### src/design/fbsg_pkg.sv
// ----------------------------------------------------------------------------
// fbsg_pkg
// Types, field offsets and codes shared by the boot sector geometry block.
// ----------------------------------------------------------------------------
package fbsg_pkg;

  localparam int unsigned OffW   = 6;
  localparam int unsigned DivW   = 32;   // dividend and quotient width
  localparam int unsigned DvsrW  = 16;   // divisor width
  localparam int unsigned DivCntW = $clog2(DivW + 1);

  localparam logic [OffW-1:0] OffMax = '1;

  // Byte offsets of the parameter fields in the boot sector
  localparam logic [OffW-1:0] OffBpsLo   = 6'h0B;
  localparam logic [OffW-1:0] OffBpsHi   = 6'h0C;
  localparam logic [OffW-1:0] OffSpc     = 6'h0D;
  localparam logic [OffW-1:0] OffResLo   = 6'h0E;
  localparam logic [OffW-1:0] OffResHi   = 6'h0F;
  localparam logic [OffW-1:0] OffCopies  = 6'h10;
  localparam logic [OffW-1:0] OffRootLo  = 6'h11;
  localparam logic [OffW-1:0] OffRootHi  = 6'h12;
  localparam logic [OffW-1:0] OffShortLo = 6'h13;
  localparam logic [OffW-1:0] OffShortHi = 6'h14;
  localparam logic [OffW-1:0] OffSpfLo   = 6'h16;
  localparam logic [OffW-1:0] OffSpfHi   = 6'h17;
  localparam logic [OffW-1:0] OffLong0   = 6'h20;
  localparam logic [OffW-1:0] OffLong1   = 6'h21;
  localparam logic [OffW-1:0] OffLong2   = 6'h22;
  localparam logic [OffW-1:0] OffLong3   = 6'h23;
  localparam logic [OffW-1:0] OffLast    = 6'h23;

  localparam logic [15:0] MaxSectorReset  = 16'd8192;
  localparam logic [31:0] MaxClustReset   = 32'd32767;
  localparam logic [31:0] Fat12LimitReset = 32'd4078;

  typedef enum logic [1:0] {
    CFG_MAX_SECTOR  = 2'd0,
    CFG_MAX_CLUST   = 2'd1,
    CFG_FAT12_LIMIT = 2'd2
  } fbsg_cfg_e;

  typedef enum logic [2:0] {
    STAT_OK           = 3'd0,
    STAT_ZERO_CLUSTER = 3'd1,
    STAT_ZERO_SECTOR  = 3'd2,
    STAT_SECTOR_LARGE = 3'd3,
    STAT_TOO_MANY     = 3'd4
  } fbsg_status_e;

  typedef enum logic [2:0] {
    S_IDLE,
    S_CHECK,
    S_ROOT,
    S_SUM,
    S_DIFF,
    S_CLUS,
    S_LOAD
  } fbsg_state_e;

  typedef struct packed {
    logic [2:0]  status;
    logic [15:0] sector_bytes;
    logic [7:0]  cluster_sectors;
    logic [23:0] cluster_bytes;
    logic [20:0] root_dir_sectors;
    logic [15:0] fat_sectors;
    logic [16:0] second_fat_start;
    logic [24:0] data_start;
    logic [31:0] cluster_count;
    logic        is_fat16;
  } fbsg_out_t;

  // Controller to datapath
  typedef struct packed {
    logic in_ready;
    logic check_en;
    logic div_start;
    logic div_sel_clus;  // 0: root directory length, 1: cluster count
    logic sum_en;
    logic diff_en;
    logic load;
  } fbsg_cmd_t;

  // Datapath to controller
  typedef struct packed {
    logic last_fire;
    logic early_fail;
    logic below_data;
    logic div_busy;
    logic div_done;
    logic out_free;
  } fbsg_sts_t;

endpackage

### src/design/fbsg_if.sv
// ----------------------------------------------------------------------------
// fbsg_if
// Request channels of the boot sector geometry block: sector bytes in,
// geometry out, register writes.
// ----------------------------------------------------------------------------
interface fbsg_in_if;
  logic       valid;
  logic       ready;
  logic [7:0] data_byte;
  logic       sector_start;

  modport source (output valid, data_byte, sector_start, input ready);
  modport sink   (input valid, data_byte, sector_start, output ready);
endinterface

interface fbsg_out_if;
  logic        valid;
  logic        ready;
  logic [2:0]  status;
  logic [15:0] sector_bytes;
  logic [7:0]  cluster_sectors;
  logic [23:0] cluster_bytes;
  logic [20:0] root_dir_sectors;
  logic [15:0] fat_sectors;
  logic [16:0] second_fat_start;
  logic [24:0] data_start;
  logic [31:0] cluster_count;
  logic        is_fat16;

  modport source (output valid, status, sector_bytes, cluster_sectors, cluster_bytes,
                  root_dir_sectors, fat_sectors, second_fat_start, data_start,
                  cluster_count, is_fat16, input ready);
  modport sink   (input valid, status, sector_bytes, cluster_sectors, cluster_bytes,
                  root_dir_sectors, fat_sectors, second_fat_start, data_start,
                  cluster_count, is_fat16, output ready);
endinterface

interface fbsg_cfg_if;
  logic        valid;
  logic        ready;
  logic [1:0]  reg_idx;
  logic [31:0] wdata;

  modport source (output valid, reg_idx, wdata, input ready);
  modport sink   (input valid, reg_idx, wdata, output ready);
endinterface

### src/design/fbsg_div.sv
// ----------------------------------------------------------------------------
// fbsg_div
// Restoring divider, one quotient bit per cycle. Shared by the root directory
// length and the cluster count.
// ----------------------------------------------------------------------------
module fbsg_div import fbsg_pkg::*; (
  input  logic             clk_i,
  input  logic             rst_ni,
  input  logic             start_i,
  input  logic [DivW-1:0]  dividend_i,
  input  logic [DvsrW-1:0] divisor_i,
  output logic             busy_o,
  output logic             done_o,
  output logic [DivW-1:0]  quotient_o
);

  logic [DivCntW-1:0] cnt_q, cnt_d;
  logic [DivW-1:0]    quo_q, quo_d;
  logic [DvsrW-1:0]   rem_q, rem_d;
  logic [DvsrW-1:0]   dvsr_q, dvsr_d;
  logic [DvsrW:0]     rem_sh;
  logic [DvsrW:0]     rem_sub;

  assign rem_sh  = {rem_q, quo_q[DivW-1]};
  assign rem_sub = rem_sh - {1'b0, dvsr_q};

  always_comb begin
    cnt_d  = cnt_q;
    quo_d  = quo_q;
    rem_d  = rem_q;
    dvsr_d = dvsr_q;
    if (start_i) begin
      cnt_d  = DivCntW'(DivW);
      quo_d  = dividend_i;
      rem_d  = '0;
      dvsr_d = divisor_i;
    end else if (cnt_q != '0) begin
      cnt_d = cnt_q - 1'b1;
      if (rem_sh >= {1'b0, dvsr_q}) begin
        // remainder stays below the divisor, so the top bit drops out
        rem_d = rem_sub[DvsrW-1:0];
        quo_d = {quo_q[DivW-2:0], 1'b1};
      end else begin
        rem_d = rem_sh[DvsrW-1:0];
        quo_d = {quo_q[DivW-2:0], 1'b0};
      end
    end
  end

  always_ff @(posedge clk_i or negedge rst_ni) begin
    if (!rst_ni) begin
      cnt_q <= '0;
    end else begin
      cnt_q <= cnt_d;
    end
  end

  always_ff @(posedge clk_i) begin
    quo_q  <= quo_d;
    rem_q  <= rem_d;
    dvsr_q <= dvsr_d;
  end

  assign busy_o     = (cnt_q != '0);
  assign done_o     = (cnt_q == DivCntW'(1));
  assign quotient_o = quo_q;

endmodule

### src/design/fbsg_dp.sv
// ----------------------------------------------------------------------------
// fbsg_dp
// Datapath: byte offset and field capture, registers, geometry arithmetic and
// the output register.
// ----------------------------------------------------------------------------
module fbsg_dp import fbsg_pkg::*; (
  input  logic        clk_i,
  input  logic        rst_ni,
  input  fbsg_cmd_t   cmd_i,
  output fbsg_sts_t   sts_o,
  input  logic        in_valid_i,
  input  logic [7:0]  data_byte_i,
  input  logic        sector_start_i,
  input  logic        cfg_valid_i,
  input  logic [1:0]  cfg_idx_i,
  input  logic [31:0] cfg_wdata_i,
  input  logic        out_ready_i,
  output logic        out_valid_o,
  output fbsg_out_t   out_o
);

  logic [OffW-1:0] off_q, off_eff;
  logic            in_fire;

  logic [15:0] max_sector_q;
  logic [31:0] max_clust_q;
  logic [31:0] fat12_limit_q;

  logic [7:0]  spc_q, copies_q;
  logic [15:0] bps_q, root_q, res_raw_q, spf_q, short_q;
  logic [31:0] long_q;

  logic [23:0] prod_q, cb_q;
  logic [20:0] rdlen_q;
  logic [24:0] datrec_q;
  logic [2:0]  stat_q;

  logic [15:0] res;
  logic [31:0] total;
  logic [2:0]  early_code;
  logic [21:0] root_num;
  logic [DivW-1:0]  div_dividend;
  logic [DvsrW-1:0] div_divisor;
  logic             div_busy, div_done;
  logic [DivW-1:0]  quo;

  logic        out_valid_q;
  fbsg_out_t   out_q, out_d;
  logic [2:0]  final_stat;
  logic        geo_ok, all_ok;

  assign in_fire = in_valid_i & cmd_i.in_ready;
  assign off_eff = sector_start_i ? '0 : off_q;

  // Byte offset, saturating at the top
  always_ff @(posedge clk_i or negedge rst_ni) begin
    if (!rst_ni) begin
      off_q <= '0;
    end else if (in_fire) begin
      off_q <= (off_eff == OffMax) ? OffMax : off_eff + 1'b1;
    end
  end

  // Field capture, little-endian
  always_ff @(posedge clk_i) begin
    if (in_fire) begin
      case (off_eff)
        OffBpsLo:   bps_q[7:0]      <= data_byte_i;
        OffBpsHi:   bps_q[15:8]     <= data_byte_i;
        OffSpc:     spc_q           <= data_byte_i;
        OffResLo:   res_raw_q[7:0]  <= data_byte_i;
        OffResHi:   res_raw_q[15:8] <= data_byte_i;
        OffCopies:  copies_q        <= data_byte_i;
        OffRootLo:  root_q[7:0]     <= data_byte_i;
        OffRootHi:  root_q[15:8]    <= data_byte_i;
        OffShortLo: short_q[7:0]    <= data_byte_i;
        OffShortHi: short_q[15:8]   <= data_byte_i;
        OffSpfLo:   spf_q[7:0]      <= data_byte_i;
        OffSpfHi:   spf_q[15:8]     <= data_byte_i;
        OffLong0:   long_q[7:0]     <= data_byte_i;
        OffLong1:   long_q[15:8]    <= data_byte_i;
        OffLong2:   long_q[23:16]   <= data_byte_i;
        OffLong3:   long_q[31:24]   <= data_byte_i;
        default: ;
      endcase
    end
  end

  always_ff @(posedge clk_i or negedge rst_ni) begin
    if (!rst_ni) begin
      max_sector_q  <= MaxSectorReset;
      max_clust_q   <= MaxClustReset;
      fat12_limit_q <= Fat12LimitReset;
    end else if (cfg_valid_i) begin
      case (cfg_idx_i)
        CFG_MAX_SECTOR:  max_sector_q  <= cfg_wdata_i[15:0];
        CFG_MAX_CLUST:   max_clust_q   <= cfg_wdata_i;
        CFG_FAT12_LIMIT: fat12_limit_q <= cfg_wdata_i;
        default: ;
      endcase
    end
  end

  assign res   = (res_raw_q == '0) ? 16'd1 : res_raw_q;
  assign total = (short_q == '0) ? long_q : {16'b0, short_q};

  always_comb begin
    if (spc_q == '0) begin
      early_code = STAT_ZERO_CLUSTER;
    end else if (bps_q == '0) begin
      early_code = STAT_ZERO_SECTOR;
    end else if (bps_q > max_sector_q) begin
      early_code = STAT_SECTOR_LARGE;
    end else begin
      early_code = STAT_OK;
    end
  end

  // 32 bytes per root entry, rounded up; bps is non-zero here
  assign root_num = {1'b0, root_q, 5'b0} + {6'b0, bps_q} - 22'd1;

  assign div_dividend = cmd_i.div_sel_clus ? (total - {7'b0, datrec_q})
                                           : {10'b0, root_num};
  assign div_divisor  = cmd_i.div_sel_clus ? {8'b0, spc_q} : bps_q;

  fbsg_div u_div (
    .clk_i      (clk_i),
    .rst_ni     (rst_ni),
    .start_i    (cmd_i.div_start),
    .dividend_i (div_dividend),
    .divisor_i  (div_divisor),
    .busy_o     (div_busy),
    .done_o     (div_done),
    .quotient_o (quo)
  );

  // Products are registered before any sum uses them
  always_ff @(posedge clk_i) begin
    prod_q <= {16'b0, copies_q} * {8'b0, spf_q};
    cb_q   <= {16'b0, spc_q} * {8'b0, bps_q};
    if (cmd_i.sum_en) begin
      rdlen_q  <= quo[20:0];
      datrec_q <= {9'b0, res} + {1'b0, prod_q} + {3'b0, quo[21:0]};
    end
    if (cmd_i.check_en) begin
      stat_q <= early_code;
    end else if (cmd_i.diff_en && sts_o.below_data) begin
      stat_q <= STAT_TOO_MANY;
    end
  end

  assign final_stat = (stat_q == STAT_OK && quo > max_clust_q) ? STAT_TOO_MANY : stat_q;
  assign all_ok     = (final_stat == STAT_OK);
  assign geo_ok     = all_ok || (final_stat == STAT_TOO_MANY);

  always_comb begin
    out_d                  = '0;
    out_d.status           = final_stat;
    if (geo_ok) begin
      out_d.cluster_sectors  = spc_q;
      out_d.cluster_bytes    = cb_q;
      out_d.root_dir_sectors = rdlen_q;
      out_d.fat_sectors      = spf_q;
      out_d.second_fat_start = {1'b0, res} + {1'b0, spf_q};
      out_d.data_start       = datrec_q;
    end
    if (all_ok) begin
      out_d.sector_bytes  = bps_q;
      out_d.cluster_count = quo;
      out_d.is_fat16      = (quo > fat12_limit_q);
    end
  end

  always_ff @(posedge clk_i or negedge rst_ni) begin
    if (!rst_ni) begin
      out_valid_q <= 1'b0;
    end else if (cmd_i.load) begin
      out_valid_q <= 1'b1;
    end else if (out_ready_i) begin
      out_valid_q <= 1'b0;
    end
  end

  always_ff @(posedge clk_i) begin
    if (cmd_i.load) begin
      out_q <= out_d;
    end
  end

  assign out_valid_o = out_valid_q;
  assign out_o       = out_q;

  assign sts_o.last_fire  = in_fire && (off_eff == OffLast);
  assign sts_o.early_fail = (early_code != STAT_OK);
  assign sts_o.below_data = (total < {7'b0, datrec_q});
  assign sts_o.div_busy   = div_busy;
  assign sts_o.div_done   = div_done;
  assign sts_o.out_free   = !out_valid_q || out_ready_i;

  a_div_start_idle: assert property (@(posedge clk_i) disable iff (!rst_ni)
    cmd_i.div_start |-> !div_busy)
    else $error("divider restarted while busy");

  a_load_free: assert property (@(posedge clk_i) disable iff (!rst_ni)
    cmd_i.load |-> (!out_valid_q || out_ready_i))
    else $error("result overwritten before it was taken");

  a_ok_in_range: assert property (@(posedge clk_i) disable iff (!rst_ni)
    (out_valid_q && out_q.status == STAT_OK) |-> (out_q.cluster_count <= max_clust_q))
    else $error("ok result with cluster count above limit");

endmodule

### src/design/fbsg_ctrl.sv
// ----------------------------------------------------------------------------
// fbsg_ctrl
// Sequencer: takes bytes while idle, then steps through the checks and, as far
// as the checks allow, the two divisions and hands the result to the output register.
// ----------------------------------------------------------------------------
module fbsg_ctrl import fbsg_pkg::*; (
  input  logic      clk_i,
  input  logic      rst_ni,
  input  fbsg_sts_t sts_i,
  output fbsg_cmd_t cmd_o
);

  fbsg_state_e state_q, state_d;

  always_ff @(posedge clk_i or negedge rst_ni) begin
    if (!rst_ni) begin
      state_q <= S_IDLE;
    end else begin
      state_q <= state_d;
    end
  end

  always_comb begin
    state_d = state_q;
    case (state_q)
      S_IDLE:  if (sts_i.last_fire) state_d = S_CHECK;
      S_CHECK: state_d = sts_i.early_fail ? S_LOAD : S_ROOT;
      S_ROOT:  if (sts_i.div_done) state_d = S_SUM;
      S_SUM:   state_d = S_DIFF;
      S_DIFF:  state_d = sts_i.below_data ? S_LOAD : S_CLUS;
      S_CLUS:  if (sts_i.div_done) state_d = S_LOAD;
      S_LOAD:  if (sts_i.out_free) state_d = S_IDLE;
      default: state_d = S_IDLE;
    endcase
  end

  always_comb begin
    cmd_o = '0;
    case (state_q)
      S_IDLE: cmd_o.in_ready = 1'b1;
      S_CHECK: begin
        cmd_o.check_en  = 1'b1;
        cmd_o.div_start = !sts_i.early_fail;
      end
      S_SUM: cmd_o.sum_en = 1'b1;
      S_DIFF: begin
        cmd_o.diff_en      = 1'b1;
        cmd_o.div_sel_clus = 1'b1;
        cmd_o.div_start    = !sts_i.below_data;
      end
      S_CLUS: cmd_o.div_sel_clus = 1'b1;
      S_LOAD: cmd_o.load = sts_i.out_free;
      default: ;
    endcase
  end

  a_div_running: assert property (@(posedge clk_i) disable iff (!rst_ni)
    (state_q == S_ROOT || state_q == S_CLUS) |-> sts_i.div_busy)
    else $error("waiting on a divider that is not running");

  a_idle_div: assert property (@(posedge clk_i) disable iff (!rst_ni)
    cmd_o.in_ready |-> !sts_i.div_busy)
    else $error("bytes taken while a division is in flight");

endmodule

### src/design/fat_boot_sector_geometry.sv
// ----------------------------------------------------------------------------
// fat_boot_sector_geometry
// FAT12/FAT16 boot sector parser: captures the parameter fields and gives
// the volume geometry once per sector.
// ----------------------------------------------------------------------------
// Bytes of a boot sector are taken one per cycle while the block is idle.
// The byte at offset 0x23 starts the geometry calculation, and the byte
// input then stays stalled through a check step, the root directory length
// division, a summing step, a difference step, the cluster count division
// and the result load; a failed cluster size or sector size check goes
// straight to the load, and a total sector count below the data start skips
// the cluster count division. Both divisions run on one shared divider that
// yields one quotient bit a cycle. A waiting result does not stall the byte
// input; a following calculation waits only if the previous result is still
// untaken when it finishes. Register writes are taken in any cycle.
module fat_boot_sector_geometry import fbsg_pkg::*; (
  input  logic        clk_i,
  input  logic        rst_ni,
  fbsg_in_if.sink     in_i,
  fbsg_out_if.source  res_o,
  fbsg_cfg_if.sink    cfg_i
);

  fbsg_cmd_t cmd;
  fbsg_sts_t sts;
  fbsg_out_t out;
  logic      out_valid;

  fbsg_ctrl u_ctrl (
    .clk_i  (clk_i),
    .rst_ni (rst_ni),
    .sts_i  (sts),
    .cmd_o  (cmd)
  );

  fbsg_dp u_dp (
    .clk_i          (clk_i),
    .rst_ni         (rst_ni),
    .cmd_i          (cmd),
    .sts_o          (sts),
    .in_valid_i     (in_i.valid),
    .data_byte_i    (in_i.data_byte),
    .sector_start_i (in_i.sector_start),
    .cfg_valid_i    (cfg_i.valid),
    .cfg_idx_i      (cfg_i.reg_idx),
    .cfg_wdata_i    (cfg_i.wdata),
    .out_ready_i    (res_o.ready),
    .out_valid_o    (out_valid),
    .out_o          (out)
  );

  assign in_i.ready  = cmd.in_ready;
  assign cfg_i.ready = 1'b1;

  assign res_o.valid            = out_valid;
  assign res_o.status           = out.status;
  assign res_o.sector_bytes     = out.sector_bytes;
  assign res_o.cluster_sectors  = out.cluster_sectors;
  assign res_o.cluster_bytes    = out.cluster_bytes;
  assign res_o.root_dir_sectors = out.root_dir_sectors;
  assign res_o.fat_sectors      = out.fat_sectors;
  assign res_o.second_fat_start = out.second_fat_start;
  assign res_o.data_start       = out.data_start;
  assign res_o.cluster_count    = out.cluster_count;
  assign res_o.is_fat16         = out.is_fat16;

endmodule
### src/flat_wrapper.sv
// flat-port wrapper written by rule: the top's interface ports become plain ports
module fat_boot_sector_geometry_flat import fbsg_pkg::*;
  (clk_i, rst_ni, in_i_valid, in_i_data_byte, in_i_sector_start, in_i_ready, res_o_valid, res_o_status, res_o_sector_bytes, res_o_cluster_sectors, res_o_cluster_bytes, res_o_root_dir_sectors, res_o_fat_sectors, res_o_second_fat_start, res_o_data_start, res_o_cluster_count, res_o_is_fat16, res_o_ready, cfg_i_valid, cfg_i_reg_idx, cfg_i_wdata, cfg_i_ready);
  fbsg_in_if in_i_i ();
  fbsg_out_if res_o_i ();
  fbsg_cfg_if cfg_i_i ();
  input  logic clk_i;
  input  logic rst_ni;
  input wire logic [$bits(in_i_i.valid)-1:0] in_i_valid;
  input wire logic [$bits(in_i_i.data_byte)-1:0] in_i_data_byte;
  input wire logic [$bits(in_i_i.sector_start)-1:0] in_i_sector_start;
  output wire logic [$bits(in_i_i.ready)-1:0] in_i_ready;
  output wire logic [$bits(res_o_i.valid)-1:0] res_o_valid;
  output wire logic [$bits(res_o_i.status)-1:0] res_o_status;
  output wire logic [$bits(res_o_i.sector_bytes)-1:0] res_o_sector_bytes;
  output wire logic [$bits(res_o_i.cluster_sectors)-1:0] res_o_cluster_sectors;
  output wire logic [$bits(res_o_i.cluster_bytes)-1:0] res_o_cluster_bytes;
  output wire logic [$bits(res_o_i.root_dir_sectors)-1:0] res_o_root_dir_sectors;
  output wire logic [$bits(res_o_i.fat_sectors)-1:0] res_o_fat_sectors;
  output wire logic [$bits(res_o_i.second_fat_start)-1:0] res_o_second_fat_start;
  output wire logic [$bits(res_o_i.data_start)-1:0] res_o_data_start;
  output wire logic [$bits(res_o_i.cluster_count)-1:0] res_o_cluster_count;
  output wire logic [$bits(res_o_i.is_fat16)-1:0] res_o_is_fat16;
  input wire logic [$bits(res_o_i.ready)-1:0] res_o_ready;
  input wire logic [$bits(cfg_i_i.valid)-1:0] cfg_i_valid;
  input wire logic [$bits(cfg_i_i.reg_idx)-1:0] cfg_i_reg_idx;
  input wire logic [$bits(cfg_i_i.wdata)-1:0] cfg_i_wdata;
  output wire logic [$bits(cfg_i_i.ready)-1:0] cfg_i_ready;
  assign in_i_i.valid = in_i_valid;
  assign in_i_i.data_byte = in_i_data_byte;
  assign in_i_i.sector_start = in_i_sector_start;
  assign in_i_ready = in_i_i.ready;
  assign res_o_valid = res_o_i.valid;
  assign res_o_status = res_o_i.status;
  assign res_o_sector_bytes = res_o_i.sector_bytes;
  assign res_o_cluster_sectors = res_o_i.cluster_sectors;
  assign res_o_cluster_bytes = res_o_i.cluster_bytes;
  assign res_o_root_dir_sectors = res_o_i.root_dir_sectors;
  assign res_o_fat_sectors = res_o_i.fat_sectors;
  assign res_o_second_fat_start = res_o_i.second_fat_start;
  assign res_o_data_start = res_o_i.data_start;
  assign res_o_cluster_count = res_o_i.cluster_count;
  assign res_o_is_fat16 = res_o_i.is_fat16;
  assign res_o_i.ready = res_o_ready;
  assign cfg_i_i.valid = cfg_i_valid;
  assign cfg_i_i.reg_idx = cfg_i_reg_idx;
  assign cfg_i_i.wdata = cfg_i_wdata;
  assign cfg_i_ready = cfg_i_i.ready;
  fat_boot_sector_geometry u_core (.clk_i(clk_i), .rst_ni(rst_ni), .in_i(in_i_i), .res_o(res_o_i), .cfg_i(cfg_i_i));
endmodule
### config.mk
export PLATFORM = sky130hd
export DESIGN_NAME = fat_boot_sector_geometry_flat
export DESIGN_NICKNAME = d
export VERILOG_FILES = /design/src/design/fbsg_pkg.sv /design/src/design/fbsg_if.sv /design/src/design/fbsg_div.sv /design/src/design/fbsg_dp.sv /design/src/design/fbsg_ctrl.sv /design/src/design/fat_boot_sector_geometry.sv /design/src/flat_wrapper.sv
export SDC_FILE = /design/constraint.sdc
export NUM_CORES = 2
export LEC_CHECK = 0
export ABC_CLOCK_PERIOD_IN_PS = 15300
export BUFFER_PORTS_ARGS = -buffer_cell sky130_fd_sc_hd__buf_2
export CAP_MARGIN = 20
export CORE_MARGIN = 1
export CORE_UTILIZATION = 58
export CTS_BUF_LIST = sky130_fd_sc_hd__clkbuf_16
export DETAILED_ROUTE_END_ITERATION = 6
export GPL_TIMING_DRIVEN = 0
export PLACE_DENSITY = 0.77
export SLEW_MARGIN = 20
export SYNTH_ARGS = -nofsm -noshare
export SYNTH_HDL_FRONTEND = slang
export SYNTH_SLANG_ARGS = --single-unit
### constraint.sdc
create_clock -name clk_i -period 15.3 [get_ports clk_i]
set_input_delay 1.53 -clock clk_i [delete_from_list [all_inputs] [get_ports clk_i]]
set_output_delay 1.53 -clock clk_i [all_outputs]
set_load 0.01 [all_outputs]
==> flow_metrics.tcl <==
set metrics [dict create \
    status "finished with violations" \
    violations "design-rule violations" \
    fin_cells 4272 \
    initial_core_util_pct 58.73 \
    synth.distinct_cells 83 \
    setup_viol 0 \
    slew_headroom_pct 24.88 \
    postLayoutCoreUtil_pct 65.96 \
    worstPathRequired_ns 15.55 \
    grt_util_all_layers_pct 31.18 \
    worstMarginPinSlew_ns 1.127 \
    post_cts_buffers 0 \
    period_share_pct 43.92 \
    drv_cap 0 \
    num_antenna_cells 0 \
    pin_count 214 \
    synth.area.top_cells "edfxtp_1 (34%), fa_1 (11%), ha_1 (11%), and2_1 (6.3%), dfrtp_1 (5.0%)" \
    dr.pass1.iters 7 \
    synth.ff_latch_count 548 \
    p_per_area_nw_per_um2 125.1 \
    avgSynthCellArea_um2 10.97 \
    endpoint_kind "flop" \
    whs_ns 0.4713 \
    core_area_um2 59130 \
    totalWireLength_um 94040 \
    ys_seq_area_share_pct 44.25 \
    syn_to_final_growth_pct 12.30 \
    synthArstFlopShare_pct 17.52 \
    drive_gt1_share_pct 12.35 \
    grt_pass1_wl_um 142300 \
    cts_root_buf "clkbuf_16" \
    dr_wl_met2_um 47510 \
    nets 3978 \
    n_fill_cell 4474 \
    cts_tree "yes" \
    die-area_um2 60860 \
    chipHeight_um 246.7 \
    cts_buffer_depth 3 \
    total_leakage_power_nw 17.28 \
    yosys_warnings 0 \
    finalHoldViolations 0 \
    slew_viol_final 0 \
    yosys.area.top_type "edfxtp_1" \
    grt_start_max_net_pins 81 \
    critPathArrivalTime_ns 6.97 \
    ff_latch_area_um2 15370 \
    via_per_inst 5.787 \
    min_path_type "reg2reg" \
    drtIter0Drc 1800 \
    holdBufCountCts 0 \
    num_vias 24720 \
    synth-main-ff-cell "edfxtp_1" \
    gr-total-overflow 0 \
    synth_top_cell_area_share_pct 33.55 \
    synth_nets 3696 \
    fin_setup_tns_ns 0 \
    die_x_um 246.7 \
    io_buffers 212 \
    clk_latency_ns 0.66 \
    dpl.cell_count 4160 \
    worst_slack_ns 8.580 \
    preCtsSetupSlack_ns 8.562 \
    synth_area_um2 34730 \
    gp_congestion 0.9470 \
    row_count 89 \
    wl_per_cell_um 22.01 \
    fin_worst_skew_ns 0.04043 \
    vdd_drop_max_mv 0.09185 \
    topRoutingLayerUsed "met4" \
    cts-resized-gates 0 \
    wl_met3_um 5523 \
    drc 32 \
    antenna_found_initial 3 \
    synth-edff-count 388 \
    grt_pass1_vias 25320 \
    start_kind "flop" \
    min_period_ns 6.720 \
    crit_type "reg2reg" \
    clk_pin_slew_worst_paths_ns 0.06 \
    multi_input_area_um2 17430 \
    met1Wirelength_um 36370 \
    cts_buffers 59 \
    ant_nets 0 \
    rsz0062_at_grt "no" \
    syn-instance-count 3167 \
    fmax_mhz 148.8 \
    cts.sinks 548 \
    crit_fanout 32 \
    cts_htree_levels 2 \
    dp.final_hpwl_um 71520 \
]
## cell usage after synthesis (all sizes together) (8+ instances only)
cell	number
dfxtp	64
or3	14
mux2	66
a211oi	25
xnor2	79
ha	292
a31oi	9
and3	12
xor2	41
or2	8
fa	189
nand4	28
o21bai	15
nor4	19
dfstp	26
nand3	28
dfrtp	70
nand2b	30
clkbuf	90
nor2	181
nor2b	30
nor3	51
inv	415
o21a	25
edfxtp	388
and2	350
a21oi	142
nand2	154
o21ai	130
a21o	86
buf	11
## sequential cells by signal (all words and copies together), names as in the netlist, 21 cells and up
name / flops
u_core.u_dp.fat12_limit_q: 32
u_core.u_dp.rdlen_q: 21
u_core.u_dp.long_q: 32
u_core.u_dp.cb_q: 24
u_core.u_dp.datrec_q: 25
u_core.u_dp.out_o: 163
u_core.u_dp.max_clust_q: 32
u_core.u_dp.u_div.quotient_o: 32
u_core.u_dp.prod_q: 24
## worst max-delay path, cell delays in order (launching register included)
cell and delay (ns):
edfxtp_1 0.39, nor4_1 0.47, and4_1 0.45, clkbuf_1 0.36, clkbuf_1 0.49, buf_1 0.47
a21o_1 0.24, fa_1 0.24, a211o_1 0.16, a21oi_1 0.09, nor4b_2 0.36, o21ai_2 0.16
o31a_1 0.39, and3_1 0.24, nor4_4 0.56, a21oi_2 0.26, buf_2 0.30, nand2_2 0.66
## layer usage
metal  vias up  GRT usage, %
met5         -             0
met4         0         14.87
met2       874         55.44
met3       237         4.309
met1     12300         37.15
li1      11310             -
## per-stage QoR
| step | total power [mW] | instance area (µm²) |
|---|---|---|
| 5_1_grt | 5.108 | 39000 |
| 4_1_cts | 4.870 | 38990 |
| 6_report | 4.881 | 39000 |
| 2_1_floorplan | 2.931 | 34730 |
| 3_5_place_dp | 3.411 | 37010 |
| 3_3_place_gp | 3.343 | 36760 |
## cells by family (layout without fill, tap and decap cells)
kind of cell	after synthesis	after routing	synth area share [%]
and+or+nand+nor	923	923	14.11
DFF	548	548	44.25
xor gates and xnor gates	120	120	3.026
muxes	68	68	2.209
AOI/OAI and AO/OA	510	510	9.367
other	1	1	0.01080
buffers and inverters	516	848	5.613
adders and majority gates	481	481	21.42
## worst paths after layout
check / cells past startpoint / endpoint / slack (ns) / from
setup / recovery: 17 / u_core.u_dp.u_div.quotient_o[21] / 8.58 / u_core.u_dp.short_q[0]
hold / removal: 1 / u_core.u_dp.out_o[135] / 0.47 / u_core.u_dp.cb_q[23]
setup reg to reg: 17 / u_core.u_dp.u_div.quotient_o[21] / 8.58 / u_core.u_dp.short_q[0]
hold reg to reg: 1 / u_core.u_dp.out_o[135] / 0.47 / u_core.u_dp.cb_q[23]
max in group asynchronous: 2 / u_core.u_dp.max_clust_q[14] / 13.84 / rst_ni
min in group asynchronous: 1 / u_core.u_dp.max_sector_q[2] / 0.75 / rst_ni
## layout by cell type, fill, tap and decap left out, types with 41 or more instances in the layout
master and n:
xor2_1 41, buf_2 218, ha_1 292, nor2_1 181
and2_1 348, o21ai_0 127, nor3_1 50, nand2_1 153
dfrtp_1 70, fa_1 189, clkbuf_1 89, clkbuf_16 61
a21o_1 86, dfxtp_1 64, xnor2_1 79, edfxtp_1 388
mux2_2 65, a21oi_1 140, inv_1 423
## cell type report
class                   count  share of cell area, %
plain buffers             101                  1.007
repair buffers            221                  3.320
flip-flops and latches    548                  39.40
inverters                 415                  3.994
clock inverters            50                  1.184
multi-input cells        2103                  44.70
clock buffers              61                  3.914
well taps                 773                  2.480
## report_power, final
| group | switching (mW) | internal (mW) |
|---|---|---|
| clock | 0.613 | 0.842 |
| combinational | 0.753 | 0.569 |
| sequential | 0.256 | 1.85 |
| total | 1.62 | 3.26 |
No activity file was read; power rests on OpenSTA's default activity.
